==> src/hsbr_pkg.sv <==
`default_nettype none
package hsbr_pkg;

  localparam logic [15:0] TIMEOUT_RESET = 16'd60000;

  typedef enum logic [2:0] {
    PH_IDLE     = 3'd0,
    PH_BIT_LOW  = 3'd1,
    PH_BIT_HIGH = 3'd2,
    PH_PRE_ACK  = 3'd3,
    PH_ACK_HIGH = 3'd4,
    PH_LAST_LOW = 3'd5
  } phase_t;

  typedef struct packed {
    logic arm;
    logic scl_in;
    logic sda_in;
  } in_item_t;

  typedef struct packed {
    logic       ack_line;
    logic       busy_res;
    logic       byte_done;
    logic [7:0] byte_value;
    logic       timed_out;
    logic [2:0] fail_stage;
  } out_item_t;

  typedef struct packed {
    phase_t      phase;
    logic [2:0]  bit_count;
    logic [7:0]  shift_reg;
    logic [15:0] wait_ticks;
    logic        ack_reg;
  } rx_state_t;

endpackage
`default_nettype wire

==> src/hsbr_step.sv <==
`default_nettype none
module hsbr_step (
  input  hsbr_pkg::rx_state_t  cur,
  input  hsbr_pkg::in_item_t   item,
  input  logic [15:0]          limit,
  output hsbr_pkg::rx_state_t  nxt,
  output hsbr_pkg::out_item_t  res
);
  import hsbr_pkg::*;

  logic        want;
  logic        met;
  logic [16:0] ticks_inc;
  logic        expire;

  assign want      = (cur.phase == PH_BIT_HIGH) || (cur.phase == PH_ACK_HIGH);
  assign met       = (item.scl_in == want);
  assign ticks_inc = {1'b0, cur.wait_ticks} + 17'd1;
  assign expire    = (ticks_inc >= {1'b0, limit});

  // next state
  always_comb begin
    nxt = cur;
    unique case (cur.phase)
      PH_BIT_LOW, PH_BIT_HIGH, PH_PRE_ACK, PH_ACK_HIGH, PH_LAST_LOW: begin
        if (met) begin
          nxt.wait_ticks = '0;
          unique case (cur.phase)
            PH_BIT_LOW: nxt.phase = PH_BIT_HIGH;
            PH_BIT_HIGH: begin
              nxt.shift_reg = {cur.shift_reg[6:0], item.sda_in};
              if (cur.bit_count == 3'd7) begin
                nxt.bit_count = '0;
                nxt.phase     = PH_PRE_ACK;
              end else begin
                nxt.bit_count = cur.bit_count + 3'd1;
                nxt.phase     = PH_BIT_LOW;
              end
            end
            PH_PRE_ACK: begin
              nxt.ack_reg = 1'b0;
              nxt.phase   = PH_ACK_HIGH;
            end
            PH_ACK_HIGH: nxt.phase = PH_LAST_LOW;
            default: begin
              nxt.ack_reg = 1'b1;
              nxt.phase   = PH_IDLE;
            end
          endcase
        end else if (expire) begin
          nxt.ack_reg    = 1'b1;
          nxt.wait_ticks = '0;
          nxt.phase      = PH_IDLE;
        end else begin
          nxt.wait_ticks = ticks_inc[15:0];
        end
      end
      default: begin
        // idle and unused codes
        nxt.phase = PH_IDLE;
        if (item.arm) begin
          nxt.phase      = PH_BIT_LOW;
          nxt.bit_count  = '0;
          nxt.shift_reg  = '0;
          nxt.wait_ticks = '0;
          nxt.ack_reg    = 1'b1;
        end
      end
    endcase
  end

  // result
  always_comb begin
    res            = '0;
    res.ack_line   = nxt.ack_reg;
    res.busy_res   = (nxt.phase != PH_IDLE);
    unique case (cur.phase)
      PH_BIT_LOW, PH_BIT_HIGH, PH_PRE_ACK, PH_ACK_HIGH, PH_LAST_LOW: begin
        if (met) begin
          if (cur.phase == PH_LAST_LOW) begin
            res.byte_done  = 1'b1;
            res.byte_value = cur.shift_reg;
          end
        end else if (expire) begin
          res.byte_done  = 1'b1;
          res.timed_out  = 1'b1;
          res.fail_stage = cur.phase - 3'd1;
        end
      end
      default: ;
    endcase
  end

endmodule
`default_nettype wire

==> src/handshake_serial_byte_receiver.sv <==
// result of an input transfer is registered, valid in the next cycle
// one tick per cycle while not stalled; state and result reg update together
// in_ready stays high while the result register is empty or being taken
// reset (rst_n low, synchronous): idle, ack released, limit 60000, no result
`default_nettype none
module handshake_serial_byte_receiver (
  input  logic                clk,
  input  logic                rst_n,
  input  logic                cfg_we,
  input  logic [15:0]         cfg_wdata,
  input  logic                in_valid,
  output logic                in_ready,
  input  hsbr_pkg::in_item_t  in_data,
  output logic                out_valid,
  input  logic                out_ready,
  output hsbr_pkg::out_item_t out_data
);
  import hsbr_pkg::*;

  logic [15:0] limit_r;
  rx_state_t   state_r;
  rx_state_t   state_nxt;
  out_item_t   res_nxt;
  out_item_t   res_r;
  logic        valid_r;
  logic        in_xfer;

  assign in_ready  = !valid_r || out_ready;
  assign in_xfer   = in_valid && in_ready;
  assign out_valid = valid_r;
  assign out_data  = res_r;

  hsbr_step u_step (
    .cur   (state_r),
    .item  (in_data),
    .limit (limit_r),
    .nxt   (state_nxt),
    .res   (res_nxt)
  );

  always_ff @(posedge clk) begin
    if (!rst_n) begin
      limit_r            <= TIMEOUT_RESET;
      state_r.phase      <= PH_IDLE;
      state_r.bit_count  <= '0;
      state_r.shift_reg  <= '0;
      state_r.wait_ticks <= '0;
      state_r.ack_reg    <= 1'b1;
      valid_r            <= 1'b0;
    end else begin
      if (cfg_we) begin
        limit_r <= cfg_wdata;
      end
      if (in_xfer) begin
        state_r <= state_nxt;
        valid_r <= 1'b1;
      end else if (out_ready) begin
        valid_r <= 1'b0;
      end
    end
  end

  always_ff @(posedge clk) begin
    if (in_xfer) begin
      res_r <= res_nxt;
    end
  end

endmodule
`default_nettype wire

==> config.mk <==
export PLATFORM = sky130hd
export DESIGN_NAME = handshake_serial_byte_receiver
export DESIGN_NICKNAME = d
export VERILOG_FILES = /design/src/hsbr_pkg.sv /design/src/hsbr_step.sv /design/src/handshake_serial_byte_receiver.sv
export SDC_FILE = /design/constraint.sdc
export NUM_CORES = 1
export LEC_CHECK = 0
export ABC_CLOCK_PERIOD_IN_PS = 3900
export CELL_PAD_IN_SITES_DETAIL_PLACEMENT = 2
export CELL_PAD_IN_SITES_GLOBAL_PLACEMENT = 2
export CORE_UTILIZATION = 40
export CTS_CLUSTER_DIAMETER = 100
export DETAILED_ROUTE_END_ITERATION = 6
export DONT_BUFFER_PORTS = 1
export GPL_ROUTABILITY_DRIVEN = 0
export PLACE_DENSITY_LB_ADDON = 0.1
export SLEW_MARGIN = 20
export SYNTH_ARGS = -nofsm -noshare
export SYNTH_HDL_FRONTEND = slang
export SYNTH_HIERARCHICAL = 1
export SYNTH_SLANG_ARGS = --single-unit
export TNS_END_PERCENT = 1
==> constraint.sdc <==
create_clock -name clk -period 3.9 [get_ports clk]
set_input_delay 0.195 -clock clk [delete_from_list [all_inputs] [get_ports clk]]
set_output_delay 0.195 -clock clk [all_outputs]
set_load 0.02 [all_outputs]
==> metrics.md, run 1 <==
| Metric | Value |
|---|---|
| Power Dens Cells | `~340 nW/um2` |
| Worst Path Required | `4.17 ns` |
| WL per Instance | `18.7 um` |
| Seq cells post-synth | `63` |
| Slowest cell on crit path | `dfxtp_2` |
| Yosys top cell area share | `25.0%` |
| Port Buffer Count | `0` |
| CP arrival | `3.92 ns` |
| Clock root buffer | `clkbuf_8` |
| Design area | `4290 um2` |
| Final setup viols | `0` |
| Synth Cell Area | `3840 um2` |
| CTS H-tree lvls | `3` |
| Asr flop ratio synth | `0%` |
| Final hold slack | `between 0.01 and 0.015 ns` |
| Slowest Stage Delay on Critical Path | `roughly 0.40 ns` |
| Synth warnings | `6` |
| Outcome | `finished clean` |
| Clock buffer depth | `2` |
| Fill cell count | `1050` |
| Crit path cell chain | `ha_1 > and3_2 > and4_2 > and3_1 > xor2_1 > ha_1 > a211oi_2 > o21ai_0 > a21oi_2 > buf_4 > o221ai_2 > o31ai_1 > o2bb2ai_1 > nand2_1 > mux2i_1` |
| Drt via density | `5.41` |
| RSZ-0062 raised after global routing | `false` |
| CTS buffer count | `9` |
| Starting Density | `41.4%` |
| Sequential share of the synthesized area | `36.8%` |
| Setup TNS | `0 ns` |
| Clock sinks | `63` |
| Register area | `1410 um2` |
| CTS tree | `yes` |
| Initial antenna violation count | `0` |
| Detailed-route DRC error count | `0` |
| Row count | `35` |
| Setup crit end kind | `register` |
| Synthesized area per cell | `9.46 um2` |
| Critical path class | `reg -> reg` |
| Hold path depth | `2` |
| Hold worst-path end | `state_r[21]` |
| Worst-path clk slew | `0.07 ns` |
| Post-Synthesis Cells | `406` |
| DR pass1 iterations | `4` |
| Total Power | `roughly 1.4 mW` |
| Reg2Reg Depth | `15` |
| Leakage Power | `between 1.5 and 2 nW` |
| GR Overflow Total | `0` |
| Critical Path Fanout Max | `7` |
| Vias in the first global route | `~3100` |
| Die height | `100 um` |
| Share of layout cells above drive strength 1 | `10.4%` |
| First-pass GRT wire length | `16.3 mm` |
| Startpoint types | `register` |
| Max-capacitance violation count | `0` |
| Net count after synthesis | `~450` |
| Initial drt markers | `94` |
| P&R area growth vs syn | `11.7%` |
| FF-to-FF setup slack | `0.26 ns` |
| Routed wire length | `10.3 mm` |
| Worst Clk Skew | `0.00925 ns` |
| Antenna Nets Post-Route | `0` |
| Period utilization | `between 90 and 100%` |
| Slew headroom | `36.5%` |
| Slew Viols, Final | `0` |
| Netlist cell types | `55` |
| Layout Utilization | `46.2%` |
| Post-DP HPWL | `6.58 mm` |
| Most numerous cell in the Yosys netlist | `nand2_1` |
| Post-synth top cells | `nand2_1 (75), dfxtp_1 (48), mux2i_1 (46), inv_1 (26)` |
| Chip width | `100 um` |
| Max Fclk | `274 MHz` |
| Synth area leader | `dfxtp_1` |
| Hold wc startpoint | `rst_n` |
| Post-synth EDFFs | `15` |
| Fin crit period | `3.64 ns` |
| Worst flop-to-flop path endpoint | `state_r[5]` |
| Core area | `9280 um2` |
| Hold Crit Class | `in -> reg` |
| Final #Nets | `466` |
| RR Startpoint | `state_r[1]` |
| Top cells by area, synth | `dfxtp_1 (25%), mux2i_1 (12%), edfxtp_1 (12%)` |
| Pin count of the biggest net entering global routing | `a little over 60` |
| Multi-input gate area | `2200 um2` |
| Gr usage total | `between 20% and 30%` |
| Measured slew at the worst slew-check pin | `0.953 ns` |
| Vias | `2984` |
| Placed Instance Area | `3860 um2` |
| Max VDD drop | `0.138 mV` |
| Latest clock arrival within the worst-skew pair | `0.35 ns` |
| Final hold vios | `0` |
| Area of the die | `roughly 10000 um2` |
| Most used cell, CP | `ha_1` |
| I/O pin count | `41` |
| Ant diodes | `0` |
| Ys flop type | `dfxtp_1` |
## worst max-delay path by stage
stage,from,to,slack (ns)
floorplan,state_r[1],out_data[14],0.51
global placement,state_r[1],state_r[0],0.25
detailed placement,state_r[1],state_r[0],0.02
CTS,state_r[1],state_r[0],0.007
global route,state_r[1],state_r[5],0.002
finish,state_r[1],state_r[5],0.26
## report_power, final
| part | leakage, nW | switching (mW) | internal [mW] |
|---|---|---|---|
| combinational | 1.19 | 0.0954 | 0.0666 |
| sequential | 0.540 | 0.0230 | 0.690 |
| clock | 0.0924 | 0.282 | 0.289 |
| total | 1.82 | 0.401 | 1.05 |
## worst max-delay path, delay by kind of cell (launching register included)
| family | cells | cell delay, ns |
|---|---|---|
| flip-flops | 1 | 0.40 |
| AND/OR/NAND/NOR | 4 | 0.81 |
| multiplexers | 1 | 0.13 |
| buffers and inverters | 1 | 0.17 |
| AO/OA/AOI/OAI | 6 | 1.33 |
| adder cells (fa/ha/maj) | 2 | 0.52 |
| XOR/XNOR | 1 | 0.20 |
## cell type report
type,count,share of cell area [%]
multi-input cells,296,51.4
flip-flops and latches,63,33.0
repair buffers,22,5.25
well taps,129,3.76
clock buffers,9,2.89
inverters,26,2.27
clock inverters,7,1.49
## routing by layer
layer,global-route usage (%),wire length [um],vias to the layer above
met5,0,0,-
met4,8.36,131,0
met3,2.86,191,11
met2,37.4,5230,26
met1,26.7,4790,1496
li1,-,-,1451
## logic make-up (layout without fill, tap and decap cells)
logic type      count (synthesis)  count (layout)  share of synthesized area (%)
xor+xnor                       15              15                           3.42
compound gates                 62              63                           14.0
flops                          63              63                           36.8
buf+inv                        49              64                           7.01
fa+ha+maj                      24              24                           7.82
simple gates                  146             147                           18.7
mux                            47              47                           12.3
## layout by cell type (no fill, tap or decap), types with 6 or more instances in the layout
master,synthesis,routed
mux2i_1,46,46
nor2_1,12,12
xor2_1,8,8
nand2_1,75,75
a22o_1,24,24
dfxtp_1,48,46
ha_1,24,24
xnor2_1,7,7
edfxtp_1,15,15
nor2b_1,11,11
inv_1,26,26
nand3_1,8,8
nand4_1,6,6
and2_1,9,9
dlygate4sd3_1,0,16
clkbuf_8,0,9
## what timing repair did
item                                   4_1_cts  5_1_grt
endpoints found under the hold margin       42        0
hold buffers                                17        0
setup buffers                                0        1
gates resized for setup                      0        8
setup endpoints to repair                    0       19
## flip-flops by register name, summed over array words and instances (netlist names)
register   count
out_data      15
state_r       31
limit_r       16
out_valid      1
## metrics by stage
step,instances,setup slack [ns]
floorplan,406,0.509
global placement,516,0.249
detailed placement,516,0.0183
CTS,549,0.00706
global route,552,0.00171
finish,552,0.256
Power figures use the tool's default switching activity.
==> run 2: changes to the inputs <==
--- a/config.mk
+++ b/config.mk
@@ -5,10 +5,10 @@
 export SDC_FILE = /design/constraint.sdc
 export NUM_CORES = 1
 export LEC_CHECK = 0
-export ABC_CLOCK_PERIOD_IN_PS = 3900
+export ABC_CLOCK_PERIOD_IN_PS = 3100
 export CELL_PAD_IN_SITES_DETAIL_PLACEMENT = 2
 export CELL_PAD_IN_SITES_GLOBAL_PLACEMENT = 2
-export CORE_UTILIZATION = 40
+export CORE_UTILIZATION = 36
 export CTS_CLUSTER_DIAMETER = 100
 export DETAILED_ROUTE_END_ITERATION = 6
 export DONT_BUFFER_PORTS = 1
==> constraint.sdc (replaced) <==
create_clock -name clk -period 3.1 [get_ports clk]
set_input_delay 0.155 -clock clk [delete_from_list [all_inputs] [get_ports clk]]
set_output_delay 0.155 -clock clk [all_outputs]
set_load 0.02 [all_outputs]
==> run 2 against run 1 <==
The flow now finishes with violations (hold timing, setup timing). Power grew 33%. Clock-buffer cell count up 1. Maximum frequency is 4.9% higher. Largest cell class unchanged. Non-clock buffer count grew 75. Setup slack worse by 0.63 ns. First-iteration DRC count increased by 65%. Sequential power grew 26%. Routed wire length up 40%. Worst hold slack lost 0.040 ns. Sequential cell count did not move. Highest routed layer unchanged.
==> metrics.md, run 2 (same netlist as run 1, synthesis figures left out) <==
| Metric | Value |
|---|---|
| Detailed-route DRC error count | `0 (unchanged)` |
| Met2 global-route usage | `45.4% (+8.0 points)` |
| Critical path class | `reg -> reg` |
| Max VDD drop | `0.176 mV (+27%)` |
| Critical Path Fanout Max | `5 (-2)` |
| Measured slew at the worst slew-check pin | `1.03 ns (+0.0766 ns)` |
| Hold wc startpoint | `rst_n` |
| Routed wire length | `14.5 mm (+40%)` |
| Max Fclk | `288 MHz (+4.9%)` |
| Top reg by flops | `state_r` |
| Crit-path leading delay family | `simple AND/OR/NAND/NOR gates` |
| Most frequent cells in the layout | `nand2_1 (75), buf_4 (48), mux2i_1 (46)` |
| Multi-input gate area | `2370 um2 (+7.5%)` |
| Worst-path clk slew | `0.08 ns (about the same)` |
| CP arrival | `3.69 ns (-0.23 ns)` |
| Initial drt markers | `155 (+65%)` |
| Met1 Use GR | `29.6% (+2.9 points)` |
| Met3 Resource Use GR | `4.95% (+2.1 points)` |
| Initial antenna violation count | `0 (unchanged)` |
| Core area | `10300 um2 (+11%)` |
| Vias | `3491 (+17%)` |
| Period utilization | `112% (+19 points)` |
| Leakage Power | `2.16 nW (+19%)` |
| Worst Clk Skew | `0.0136 ns (+0.00433 ns)` |
| DR pass1 iterations | `4 (unchanged)` |
| CTS tree | `yes` |
| RR Startpoint | `state_r[2]` |
| Most used cell, CP | `nand2_1` |
| Power Dens Cells | `373 nW/um2 (+11%)` |
| Layout Utilization | `50.1% (+3.9 points)` |
| Fin crit period | `3.48 ns (-0.169 ns)` |
| Pre-CTS setup slack | `-0.297 ns (-0.316 ns)` |
| CTS buffer count | `9 (unchanged)` |
| Clock buffer depth | `2 (unchanged)` |
| Drt via density | `5.52 (+2.2%)` |
| Final #Nets | `539 (+16%)` |
| Startpoint types | `register` |
| Slowest cell on crit path | `or3_4` |
| I/O pin count | `41 (unchanged)` |
| Max-capacitance violation count | `0 (unchanged)` |
| Failing checks | `hold timing, setup timing` |
| Register area | `1430 um2 (+1.1%)` |
| Chip width | `105 um (+5.3%)` |
| Final setup viols | `26 (+26)` |
| CTS H-tree lvls | `3 (unchanged)` |
| Most common cell after layout, fill and taps aside | `nand2_1` |
| Crit path cell chain | `nand4_1 > nor3_2 > buf_4 > buf_6 > nand2_1 > nor2_1 > xor2_1 > ha_1 > inv_1 > or3_4 > o221ai_4 > nor2_4 > buf_12 > a22o_1 > nand2_1 > mux2i_1` |
| Worst Path Required | `3.31 ns (-0.86 ns)` |
| Starting Density | `37.2% (-4.2 points)` |
| Crit path launch | `state_r[2]` |
| Latest clock arrival within the worst-skew pair | `0.37 ns (+0.02 ns)` |
| Hold Crit Class | `in -> reg` |
| WL per Instance | `22.9 um (+22%)` |
| Vias in the first global route | `3877 (+24%)` |
| First-pass GRT wire length | `21.4 mm (+32%)` |
| Max FFs per register | `31 (unchanged)` |
| Gr usage total | `25.5% (+4.1 points)` |
| Area of the die | `11100 um2 (+11%)` |
| Clock sinks | `63 (unchanged)` |
| Post-DP HPWL | `7.48 mm (+14%)` |
| Antenna Nets Post-Route | `0 (unchanged)` |
| Die height | `105 um (+5.3%)` |
| Clock root buffer | `clkbuf_8` |
| Busiest layer in global routing | `met2` |
| Slew Viols, Final | `0 (unchanged)` |
| Final hold slack | `-0.0275 ns (-0.0403 ns)` |
| Row count | `37 (+5.7%)` |
| Slew headroom | `31.2% (-5.2 points)` |
| Port Buffer Count | `0 (unchanged)` |
| Final Worst Setup Slack | `-0.375 ns (-0.631 ns)` |
| Slowest Stage Delay on Critical Path | `0.41 ns (about the same)` |
| Fill cell count | `1074 (+2.3%)` |
| Design area | `5170 um2 (+21%)` |
| P&R area growth vs syn | `34.7%` |
| RSZ-0062 raised after global routing | `true` |
| GR Overflow Total | `0 (unchanged)` |
| Ant diodes | `0 (unchanged)` |
| Final hold vios | `2 (+2)` |
| Pin count of the biggest net entering global routing | `79 (+27%)` |
| Outcome | `finished with violations` |
| Worst Path Buf+Inv | `4 (+3)` |
| Share of layout cells above drive strength 1 | `24.8% (+14 points)` |
| Placed Instance Area | `4170 um2 (+8.1%)` |
| Setup crit end kind | `register` |
| Total Power | `1.93 mW (+33%)` |
-- run 2: changes by cell type in the layout (fill, tap and decap cells not counted), moves of 4 or more --
cell	change
buf_6	+4
dfxtp_1	-6
and3_4	+4
nand3_1	-4
dlygate4sd3_1	+25
buf_4	+43
-- run 2: worst paths after layout --
kind | slack, ns | cells after the start | end
worst max-delay path | -0.38 | 16 | state_r[6]
worst min-delay path | -0.03 | 2 | state_r[16]
worst min register to register | 0.53 | 2 | state_r[27]
worst max register to register | -0.38 | 16 | state_r[6]
-- run 2: area by class of cell --
cell class	count	share of cell area (%)
Clock buffer	10	2.66
Clock inverter	6	1.33
Inverter	26	1.89
Multi-Input combinational cell	294	45.8
Sequential cell	63	27.6
Tap cell	136	3.29
Timing Repair Buffer	97	17.4
-- run 2: what timing repair did --
action / in CTS / in global routing
hold buffers: 38 / 4
cloned: 1 / 0
hold endpoints to repair: 48 / 28
setup endpoints to repair: 27 / 27
resized for setup: 28 / 16
pin swaps: 37 / 14
buffers inserted: 10 / 6
-- run 2: power by group --
| part | switching, mW | internal [mW] | total, mW |
|---|---|---|---|
| Clock | 0.392 | 0.396 | 0.788 |
| Sequential | 0.0312 | 0.865 | 0.896 |
| Combinational | 0.134 | 0.108 | 0.243 |
| Total | 0.557 | 1.37 | 1.93 |
-- run 2: metrics by stage --
step / cells / TNS (ns)
floorplan: 406 / -0.497
global placement: 557 / -1.74
detailed placement: 557 / -3.90
CTS: 622 / -0.316
global route: 632 / -9.95
finish: 632 / -6.65
-- run 2: per-layer routing --
| layer | vias to the layer above | part of all wire, % |
|---|---|---|
| met5 | - | 0 |
| met4 | 0 | 3.1 |
| met3 | 34 | 2.7 |
| met2 | 70 | 52 |
| met1 | 1793 | 42 |
| li1 | 1594 | - |
==> run 3: changes to the inputs <==
--- a/config.mk
+++ b/config.mk
@@ -8,12 +8,14 @@
 export ABC_CLOCK_PERIOD_IN_PS = 3100
 export CELL_PAD_IN_SITES_DETAIL_PLACEMENT = 2
 export CELL_PAD_IN_SITES_GLOBAL_PLACEMENT = 2
+export CORE_MARGIN = 1.5
 export CORE_UTILIZATION = 36
 export CTS_CLUSTER_DIAMETER = 100
 export DETAILED_ROUTE_END_ITERATION = 6
 export DONT_BUFFER_PORTS = 1
 export GPL_ROUTABILITY_DRIVEN = 0
 export PLACE_DENSITY_LB_ADDON = 0.1
+export RECOVER_POWER = 100
 export SLEW_MARGIN = 20
 export SYNTH_ARGS = -nofsm -noshare
 export SYNTH_HDL_FRONTEND = slang
==> run 3 against run 2 <==
The flow finishes with violations (setup timing). Clock power decreased by 6.2%. Sequential share of layout area increased by 0.84 points. Non-clock buffer count is 12 lower. First-iteration DRC count is 49% lower. Setup slack improved by 0.17 ns. Largest cell class unchanged. Clock-buffer cell count is 1 lower.
==> metrics.md, run 3 (same netlist as run 1, synthesis figures left out) <==
| Metric | Value |
|---|---|
| GR Overflow Total | `0 (unchanged)` |
| Antenna Nets Post-Route | `0 (unchanged)` |
| Top reg by flops | `state_r` |
| Pin count of the biggest net entering global routing | `79 (unchanged)` |
| Startpoint types | `register` |
| Final non-filler cell total | `620 (-1.9%)` |
| Routed wire length | `12.5 mm (-13%)` |
| Area of the die | `11300 um2 (+1.9%)` |
| Layout Utilization | `48.4% (-1.7 points)` |
| Setup TNS | `-2.87 ns (+3.78 ns)` |
| RSZ-0062 raised after global routing | `true` |
| Max VDD drop | `0.213 mV (+21%)` |
| DR pass1 iterations | `4 (unchanged)` |
| Gr usage total | `22.9% (-2.6 points)` |
| Power Dens Cells | `373 nW/um2 (about the same)` |
| Vias in the first global route | `3719 (-4.1%)` |
| Worst Path Buf+Inv | `3 (-1)` |
| Placed Instance Area | `4210 um2 (+0.90%)` |
| Total Power | `1.86 mW (-3.3%)` |
| Crit path cell chain | `nand4_1 > buf_4 > nor2_4 > xor2_2 > ha_1 > nand4_1 > buf_4 > o41ai_4 > a21oi_2 > o221ai_4 > nor2_4 > buf_12 > a22o_1 > nand2_1 > mux2i_1` |
| Worst Clk Skew | `0.0121 ns (-0.00150 ns)` |
| Hold Crit Class | `in -> reg` |
| Placed insts | `562 (+0.90%)` |
| Slew headroom | `31.0% (-0.19 points)` |
| Design area | `5000 um2 (-3.4%)` |
| Leakage Power | `2.12 nW (-1.8%)` |
| Core area | `10300 um2 (unchanged)` |
| Die height | `106 um (+0.95%)` |
| Setup crit end kind | `register` |
| Crit-path leading delay family | `compound AO/OA/AOI/OAI gates` |
| Latest clock arrival within the worst-skew pair | `0.36 ns (about the same)` |
| Drt via density | `5.30 (-4.0%)` |
| Fill cell count | `1098 (+2.2%)` |
| Period utilization | `107% (-5.6 points)` |
| Fin crit period | `3.30 ns (-0.173 ns)` |
| Port Buffer Count | `0 (unchanged)` |
| Most frequent cells in the layout | `nand2_1 (75), mux2i_1 (46), buf_4 (46)` |
| Post-DP HPWL | `7.30 mm (-2.5%)` |
| Failing checks | `setup timing` |
| Slew Viols, Final | `0 (unchanged)` |
| Final setup viols | `20 (-23%)` |
| First-pass GRT wire length | `19.6 mm (-8.3%)` |
| Outcome | `finished with violations` |
| CTS H-tree lvls | `3 (unchanged)` |
| Slowest Stage Delay on Critical Path | `0.38 ns (-0.03 ns)` |
| Worst Path Required | `3.31 ns (about the same)` |
| I/O pin count | `41 (unchanged)` |
| Final hold slack | `0.0170 ns (+0.0445 ns)` |
| Clock buffer depth | `2 (unchanged)` |
| Initial antenna violation count | `0 (unchanged)` |
| Final Worst Setup Slack | `-0.202 ns (+0.173 ns)` |
| Vias | `3289 (-5.8%)` |
| Row count | `37 (unchanged)` |
| Final hold vios | `0 (-2)` |
| WL per Instance | `20.2 um (-12%)` |
| P&R area growth vs syn | `30.1%` |
| CTS buffer count | `9 (unchanged)` |
| Max Fclk | `303 MHz (+5.2%)` |
| Starting Density | `37.2% (unchanged)` |
| Detailed-route DRC error count | `0 (unchanged)` |
| Share of layout cells above drive strength 1 | `22.5% (-2.3 points)` |
| Worst-path clk slew | `0.08 ns (about the same)` |
| Clock root buffer | `clkbuf_8` |
| Max-capacitance violation count | `0 (unchanged)` |
| Critical path class | `reg -> reg` |
| Slowest cell on crit path | `dfxtp_4` |
| Most common cell after layout, fill and taps aside | `nand2_1` |
| CTS tree | `yes` |
| Max FFs per register | `31 (unchanged)` |
| Clock sinks | `63 (unchanged)` |
| Chip width | `106 um (+0.95%)` |
| Final #Nets | `527 (-2.2%)` |
| Critical Path Fanout Max | `10 (+5)` |
| CP arrival | `3.52 ns (-0.17 ns)` |
| Measured slew at the worst slew-check pin | `1.03 ns (+0.00285 ns)` |
| Ant diodes | `0 (unchanged)` |
| Initial drt markers | `79 (-49%)` |
| Pre-CTS setup slack | `-0.266 ns (+0.0313 ns)` |
run 3: changes by cell type in the layout (fill, tap and decap cells not counted), moves of 3 or more:
| cell | change |
|---|---|
| dfxtp_1 | +3 |
| buf_6 | -3 |
| dlygate4sd3_1 | -5 |
| clkinvlp_4 | -3 |
run 3: what timing repair did:
| item | in CTS | in global routing |
|---|---|---|
| hold endpoints to repair | 48 | 28 |
| hold buffers | 35 | 2 |
| pin swaps | 19 | 11 |
| gates resized for setup | 22 | 10 |
| endpoints found under the setup margin | 27 | 27 |
| buffers inserted | 5 | 0 |
run 3: power by group:
part	switching, mW	internal [mW]	leakage [nW]
Sequential	0.0305	0.866	0.542
Combinational	0.127	0.101	1.48
Clock	0.366	0.372	0.0972
run 3: area by class of cell:
type	instances	area, um2	share of cell area [%]
Clock buffer	9	124	2.48
Clock inverter	7	72.6	1.45
Inverter	26	97.6	1.95
Timing Repair Buffer	85	757	15.2
Tap cell	136	170	3.41
Multi-Input combinational cell	294	2350	47.1
Sequential cell	63	1420	28.5
run 3: layer usage:
metal	track usage, %	wire, um	part of all wire [%]	vias to the layer above
met4	8.78	290	2.3	0
li1	-	-	-	1564
met5	0	0	0	-
met1	25.9	5270	42	1663
met3	5.03	339	2.7	22
met2	41.6	6650	53	40
run 3: final timing paths:
kind	depth (start not counted)	startpoint	to	slack (ns)
setup / recovery	15	state_r[1]	state_r[9]	-0.20
setup reg to reg	15	state_r[1]	state_r[9]	-0.20
hold / removal	2	rst_n	state_r[5]	0.02
hold reg to reg	2	state_r[27]	state_r[27]	0.50
